$ cat config.mk
export PLATFORM = sky130hd
export DESIGN_NAME = sfe_ctrl
export DESIGN_NICKNAME = d
export VERILOG_FILES = /design/src/rtl/core/sfe_pkg.sv /design/src/rtl/core/sfe_ctrl.sv
export SDC_FILE = /design/constraint.sdc
export NUM_CORES = 1
export LEC_CHECK = 0
export BUFFER_PORTS_ARGS = -buffer_cell sky130_fd_sc_hd__buf_2
export CORE_ASPECT_RATIO = 1.5
export CORE_MARGIN = 2
export CORE_UTILIZATION = 50
export DETAILED_ROUTE_END_ITERATION = 12
export PLACE_DENSITY = 0.75
export SLEW_MARGIN = 20
export SYNTH_ARGS = -nofsm -noshare
export SYNTH_HDL_FRONTEND = slang
export SYNTH_SLANG_ARGS = --single-unit
$ cat constraint.sdc
create_clock -name clk -period 1.75 [get_ports clk]
set_input_delay 0.2625 -clock clk [delete_from_list [all_inputs] [get_ports clk]]
set_output_delay 0.2625 -clock clk [all_outputs]
set_load 0.02 [all_outputs]
$ cat src/rtl/core/sfe_pkg.sv
// Shared types, constants and helper functions of the spectrum feature extractor.
package sfe_pkg;

  localparam int DEF_FFT_POINTS = 512;
  localparam int DEF_MAX_BANDS  = 8;

  localparam logic [1:0] KIND_BIN     = 2'd0;
  localparam logic [1:0] KIND_BAND    = 2'd1;
  localparam logic [1:0] KIND_SUMMARY = 2'd2;

  localparam logic [2:0] REG_SMOOTHING  = 3'd0;
  localparam logic [2:0] REG_VOICE_THR  = 3'd1;
  localparam logic [2:0] REG_VOICE_LOW  = 3'd2;
  localparam logic [2:0] REG_VOICE_HIGH = 3'd3;
  localparam logic [2:0] REG_BIN_WIDTH  = 3'd4;
  localparam logic [2:0] REG_BAND_COUNT = 3'd5;
  localparam logic [2:0] REG_BAND_LOW   = 3'd6;
  localparam logic [2:0] REG_BAND_HIGH  = 3'd7;

  localparam logic [16:0] Q16_ONE = 17'd65536;
  localparam logic [18:0] DB_K    = 19'd394565;
  localparam logic signed [15:0] DB_FLOOR = -16'sd25600;

  typedef enum logic [4:0] {
    OP_NONE,
    OP_LOAD,
    OP_SQ_RE,
    OP_SQ_IM,
    OP_SQRT_STEP,
    OP_SMOOTH1,
    OP_SMOOTH2,
    OP_ACCUM,
    OP_WACC,
    OP_EMIT_BIN,
    OP_BAND_SETUP,
    OP_BAND_AVG,
    OP_LOG_STEP,
    OP_DB1,
    OP_DB2,
    OP_EMIT_BAND,
    OP_VP_START,
    OP_VP_DONE,
    OP_CEN_START,
    OP_CEN_DONE,
    OP_EMIT_SUM
  } sfe_op_t;

  typedef struct packed {
    sfe_op_t    op;
    logic [3:0] band;
    logic [3:0] step;
  } sfe_cmd_t;

  typedef struct packed {
    logic       frame_end;
    logic       div_done;
    logic [3:0] band_num;
  } sfe_status_t;

  function automatic logic [7:0] clamp_bin(input logic [7:0] v, input logic [7:0] last);
    return (v > last) ? last : v;
  endfunction

  function automatic logic [4:0] lead_one(input logic [23:0] v);
    logic [4:0] e;
    e = '0;
    for (int i = 0; i < 24; i++) begin
      if (v[i]) e = 5'(i);
    end
    return e;
  endfunction

endpackage

$ cat src/rtl/core/sfe_ctrl.sv
// Controller state machine sequencing the datapath for bins, bands and the summary.
module sfe_ctrl
  import sfe_pkg::*;
#(
  parameter int MAX_BANDS = DEF_MAX_BANDS
) (
  input  logic        clk,
  input  logic        rst_n,
  input  logic        in_valid,
  output logic        in_ready,
  output logic        out_valid,
  input  logic        out_ready,
  input  sfe_status_t status,
  output sfe_cmd_t    cmd
);

  typedef enum logic [4:0] {
    ST_IDLE, ST_SQ_RE, ST_SQ_IM, ST_SQRT, ST_SM1, ST_SM2, ST_ACC, ST_WACC,
    ST_EMIT_BIN, ST_BAND_NEXT, ST_BAND_WAIT, ST_BAND_AVG, ST_LOG, ST_DB1, ST_DB2,
    ST_EMIT_BAND, ST_VP_START, ST_VP_WAIT, ST_VP_DONE, ST_CEN_START, ST_CEN_WAIT,
    ST_CEN_DONE, ST_EMIT_SUM
  } state_t;

  state_t     state_r, state_nxt;
  logic [4:0] cnt_r, cnt_nxt;
  logic [3:0] band_r, band_nxt;
  logic       out_valid_r, out_valid_nxt;
  logic       can_load, load;

  assign can_load = !out_valid_r || out_ready;
  assign in_ready = (state_r == ST_IDLE);

  always_comb begin
    state_nxt = state_r;
    cnt_nxt   = cnt_r;
    band_nxt  = band_r;
    load      = 1'b0;
    cmd.op    = OP_NONE;
    cmd.band  = band_r;
    cmd.step  = cnt_r[3:0];
    unique case (state_r)
      ST_IDLE: begin
        if (in_valid) begin
          cmd.op    = OP_LOAD;
          state_nxt = ST_SQ_RE;
        end
      end
      ST_SQ_RE: begin
        cmd.op    = OP_SQ_RE;
        state_nxt = ST_SQ_IM;
      end
      ST_SQ_IM: begin
        cmd.op    = OP_SQ_IM;
        cnt_nxt   = '0;
        state_nxt = ST_SQRT;
      end
      ST_SQRT: begin
        cmd.op  = OP_SQRT_STEP;
        cnt_nxt = cnt_r + 5'd1;
        if (cnt_r == 5'd31) state_nxt = ST_SM1;
      end
      ST_SM1: begin
        cmd.op    = OP_SMOOTH1;
        state_nxt = ST_SM2;
      end
      ST_SM2: begin
        cmd.op    = OP_SMOOTH2;
        state_nxt = ST_ACC;
      end
      ST_ACC: begin
        cmd.op    = OP_ACCUM;
        state_nxt = ST_WACC;
      end
      ST_WACC: begin
        cmd.op    = OP_WACC;
        state_nxt = ST_EMIT_BIN;
      end
      ST_EMIT_BIN: begin
        if (can_load) begin
          cmd.op    = OP_EMIT_BIN;
          load      = 1'b1;
          band_nxt  = '0;
          state_nxt = status.frame_end ? ST_BAND_NEXT : ST_IDLE;
        end
      end
      ST_BAND_NEXT: begin
        if (band_r >= status.band_num) begin
          state_nxt = ST_VP_START;
        end else begin
          cmd.op    = OP_BAND_SETUP;
          state_nxt = ST_BAND_WAIT;
        end
      end
      ST_BAND_WAIT: begin
        if (status.div_done) state_nxt = ST_BAND_AVG;
      end
      ST_BAND_AVG: begin
        cmd.op    = OP_BAND_AVG;
        cnt_nxt   = '0;
        state_nxt = ST_LOG;
      end
      ST_LOG: begin
        cmd.op  = OP_LOG_STEP;
        cnt_nxt = cnt_r + 5'd1;
        if (cnt_r == 5'd15) state_nxt = ST_DB1;
      end
      ST_DB1: begin
        cmd.op    = OP_DB1;
        state_nxt = ST_DB2;
      end
      ST_DB2: begin
        cmd.op    = OP_DB2;
        state_nxt = ST_EMIT_BAND;
      end
      ST_EMIT_BAND: begin
        if (can_load) begin
          cmd.op    = OP_EMIT_BAND;
          load      = 1'b1;
          band_nxt  = band_r + 4'd1;
          state_nxt = ST_BAND_NEXT;
        end
      end
      ST_VP_START: begin
        cmd.op    = OP_VP_START;
        state_nxt = ST_VP_WAIT;
      end
      ST_VP_WAIT: begin
        if (status.div_done) state_nxt = ST_VP_DONE;
      end
      ST_VP_DONE: begin
        cmd.op    = OP_VP_DONE;
        state_nxt = ST_CEN_START;
      end
      ST_CEN_START: begin
        cmd.op    = OP_CEN_START;
        state_nxt = ST_CEN_WAIT;
      end
      ST_CEN_WAIT: begin
        if (status.div_done) state_nxt = ST_CEN_DONE;
      end
      ST_CEN_DONE: begin
        cmd.op    = OP_CEN_DONE;
        state_nxt = ST_EMIT_SUM;
      end
      ST_EMIT_SUM: begin
        if (can_load) begin
          cmd.op    = OP_EMIT_SUM;
          load      = 1'b1;
          state_nxt = ST_IDLE;
        end
      end
      default: state_nxt = ST_IDLE;
    endcase
    out_valid_nxt = load ? 1'b1 : (out_ready ? 1'b0 : out_valid_r);
  end

  always_ff @(posedge clk) begin
    if (!rst_n) begin
      state_r     <= ST_IDLE;
      cnt_r       <= '0;
      band_r      <= '0;
      out_valid_r <= 1'b0;
    end else begin
      state_r     <= state_nxt;
      cnt_r       <= cnt_nxt;
      band_r      <= band_nxt;
      out_valid_r <= out_valid_nxt;
    end
  end

  assign out_valid = out_valid_r;

`ifndef NO_ASSERTIONS
  a_busy_after_accept: assert property (@(posedge clk) disable iff (!rst_n)
    (in_valid && in_ready) |=> !in_ready)
    else $error("input taken while an item is in flight");
  a_band_bound: assert property (@(posedge clk) disable iff (!rst_n)
    band_r <= 4'(MAX_BANDS))
    else $error("band index ran past the band limit");
  a_sqrt_len: assert property (@(posedge clk) disable iff (!rst_n)
    (state_r == ST_SQRT && cnt_r == 5'd31) |=> (state_r == ST_SM1))
    else $error("square root did not finish after 32 steps");
  a_no_overwrite: assert property (@(posedge clk) disable iff (!rst_n)
    (out_valid_r && !out_ready) |=> (out_valid_r && $stable(state_r == ST_IDLE) ||
                                     out_valid_r))
    else $error("pending result dropped");
`endif

endmodule
==> flow_metrics.py <==
metrics = {
    "timing": {
        "worst_pin_slew_ps": 351,
        "setup_slack_ps": -263,
        "rsz0062_at_grt": "true",
        "slew_viol_final": 0,
        "fmax_mhz": 497,
        "finClkSkew_ps": 2.13,
        "hold_viol": 0,
        "setup_viol": 10,
        "finalCritPeriodShare_pct": 115,
        "max-slew-margin-rel_pct": 76.4,
        "fin_crit_ps": 2010,
    },
    "status": {
        "outcome": "finished with violations",
        "violations": "negative setup slack",
    },
    "layout": {
        "fin_cells": 289,
        "final_util_pct": 82.1,
        "drive_gt1_share_pct": 49.6,
        "area_growth_pct": 55.7,
        "final_area_um2": 2220,
        "layout.nets": 271,
        "antenna_cells": 0,
        "most-common-layout-cells": "buf_4 (44), nor2_1 (19), buf_2 (18)",
        "final_common_cell": "buf_4",
    },
    "place": {
        "io_buffers": 24,
        "hpwl_um": 3520,
        "placed_area_um2": 1880,
        "dp_cells": 274,
        "globalplace.congestion": 0.986,
    },
    "hold_path": {
        "min_path_cells": 3,
        "hold_path_end": "band_r[3]",
        "hold_path.class": "in2reg",
        "hp-start": "rst_n",
    },
    "global_routing": {
        "overflow": 0,
        "grt_max_degree": 15,
        "grt_pass1_wl_um": 7730,
        "antenna_found_initial": 0,
        "grt_usage_pct": 31.1,
        "grt_pass1_vias": 1723,
    },
    "pwr": {
        "powerDensity_nw_per_um2": 958,
        "seqPwrFrac_pct": 21.2,
        "internal_power_uw": 1240,
        "ir_drop_mv": 0.699,
        "power_frac_clock_pct": 13.6,
        "p_comb_share_pct": 65.2,
        "switching_share_pct": 41.7,
        "cellLeakagePower_uw": 0.000929,
        "p_switching_uw": 887,
    },
    "critical_path": {
        "arrival_ps": 1750,
        "worstSetupPathType": "reg2out",
        "r2r_cells": 8,
        "cp-start-kind": "flip-flop",
        "regToRegSetupSlack_ps": -120,
        "crit_fanout": 3,
        "timing.rr.end": "state_r[1]",
        "required_ps": 1490,
        "worstReg2RegStart": "cnt_r[0]",
        "crit_path_end_kind": "primary output",
    },
    "clock_network": {
        "cts_buffer_depth": 2,
        "cts-root-buf": "clkbuf_8",
        "clk_latency_ps": 250,
        "cts_tree": "done",
        "cts_max_level": 1,
        "cts_sinks": 15,
        "numCtsBuffers": 3,
        "clk_pin_slew_ps": 70,
    },
    "yosys": {
        "ys_types": 55,
        "ys_ff_latch": 15,
        "syn_area_um2": 1430,
        "synth-async-reset-ratio_pct": 0,
        "yosys_warnings": 0,
        "synthFlopType": "dfxtp_1",
        "synth_nets": 211,
        "synth_edf_count": 0,
        "syn_inst": 193,
        "avgSynthCellArea_um2": 7.40,
        "synth-seq-area-share_pct": 21.0,
    },
    "route": {
        "drc_errors": 0,
        "via_count": 1783,
        "wl_per_cell_um": 18.1,
        "avgViaCountPerCell": 6.17,
        "finalWirelength_um": 5220,
        "initialDrtViolationCount": 143,
        "dr.pass1.iters": 4,
        "ant_nets": 0,
    },
    "floorplanning": {
        "core_area_um2": 2710,
        "io-pin-count": 25,
        "start_util_pct": 52.8,
        "die_x_um": 47.6,
        "dieHeight_um": 69.4,
        "rows": 23,
        "die-area_um2": 3310,
    },
    "flow_run": {
        "maxCapViolCount": 0,
    },
}
## flip-flops by register name, summed over array words and instances (netlist names)
register   flops
out_valid      1
cnt_r          5
band_r         4
state_r        5
## kinds of logic (layout without fill, tap and decap cells)
logic type / Yosys count / after routing / share of synthesized area (%)
buf+inv: 33 / 92 / 11.5
xor+xnor: 5 / 5 / 3.07
compound gates: 56 / 56 / 26.2
flops: 15 / 15 / 21.0
mux: 4 / 4 / 3.15
fa+ha+maj: 8 / 8 / 7.01
simple gates: 72 / 72 / 28.0
## synthesized netlist by cell type, types with 4 or more instances
cell      instances  area share [%]
a21oi_1          12             4.2
buf_2             8             2.8
buf_4             4             2.1
clkbuf_1          5             1.3
dfxtp_1          15              21
ha_1              8             7.0
inv_1            12             3.2
nand2_1           9             2.4
nand2b_1          4             1.8
nand3_1           6             2.1
nor2_1           20             5.3
nor2b_1           4             1.8
nor3_1            7             2.5
o21ai_0          16             5.6
## stage by stage
step	TNS, ps	total power [uW]	hold slack (ps)	worst slack (ps)
final	-1130	2130	347	-263
after floorplan	-30.4	1080	484	-22.8
after global routing	-1840	2230	370	-331
after global placement	-97.4	1400	476	-65.3
after CTS	-955	1840	322	-340
after detailed placement	-558	1440	503	-107
## power groups by stage
stage          clock network [uW]  logic, uW  registers (uW)
3_3_place_gp                    0        958             437
4_1_cts                       290       1100             449
5_1_grt                       306       1470             455
6_report                      289       1390             451
3_5_place_dp                    0        999             443
2_1_floorplan                   0        689             386
## per-layer routing
layer	up-vias	GRT usage, %	wire length [um]
li1	809	-	-
met1	846	34.9	1880
met2	99	53.5	2740
met3	29	4.43	369
met4	0	14.7	227
met5	-	0	0
## final cells by class
cell class / instances / area (um2)
fillers: 187 / 483
clock buffers: 3 / 41.3
well taps: 37 / 46.3
flip-flops and latches: 15 / 325
clock inverters: 1 / 5.00
multi-input cells: 145 / 1170
repair buffers: 75 / 576
inverters: 13 / 58.8
## critical path, stage by stage, from the launching register on
cell       delay (ps)
dfxtp_4           360
inv_4              40
ha_4              200
nand2b_4          140
a2111oi_4         320
o21ai_2           110
o311a_1           140
nand2_2            90
buf_6             110
## worst max path at each step
stage,start,slack [ps],cells past startpoint,to
after floorplan,cnt_r[1],-20,8,state_r[1]
after detailed placement,state_r[0],-110,6,state_r[1]
after CTS,band_r[0],-340,8,cmd[9]
after global placement,status[0],-70,8,cmd[9]
after global routing,band_r[0],-330,8,cmd[9]
final,band_r[0],-260,8,cmd[9]
## timing repair
action | CTS | global route
buffers inserted | 2 | 10
endpoints found under the setup margin | 15 | 16
hold buffers | 0 | 0
pin swaps | 9 | 17
gates resized for setup | 24 | 38
(Power assumes the default switching activity.)
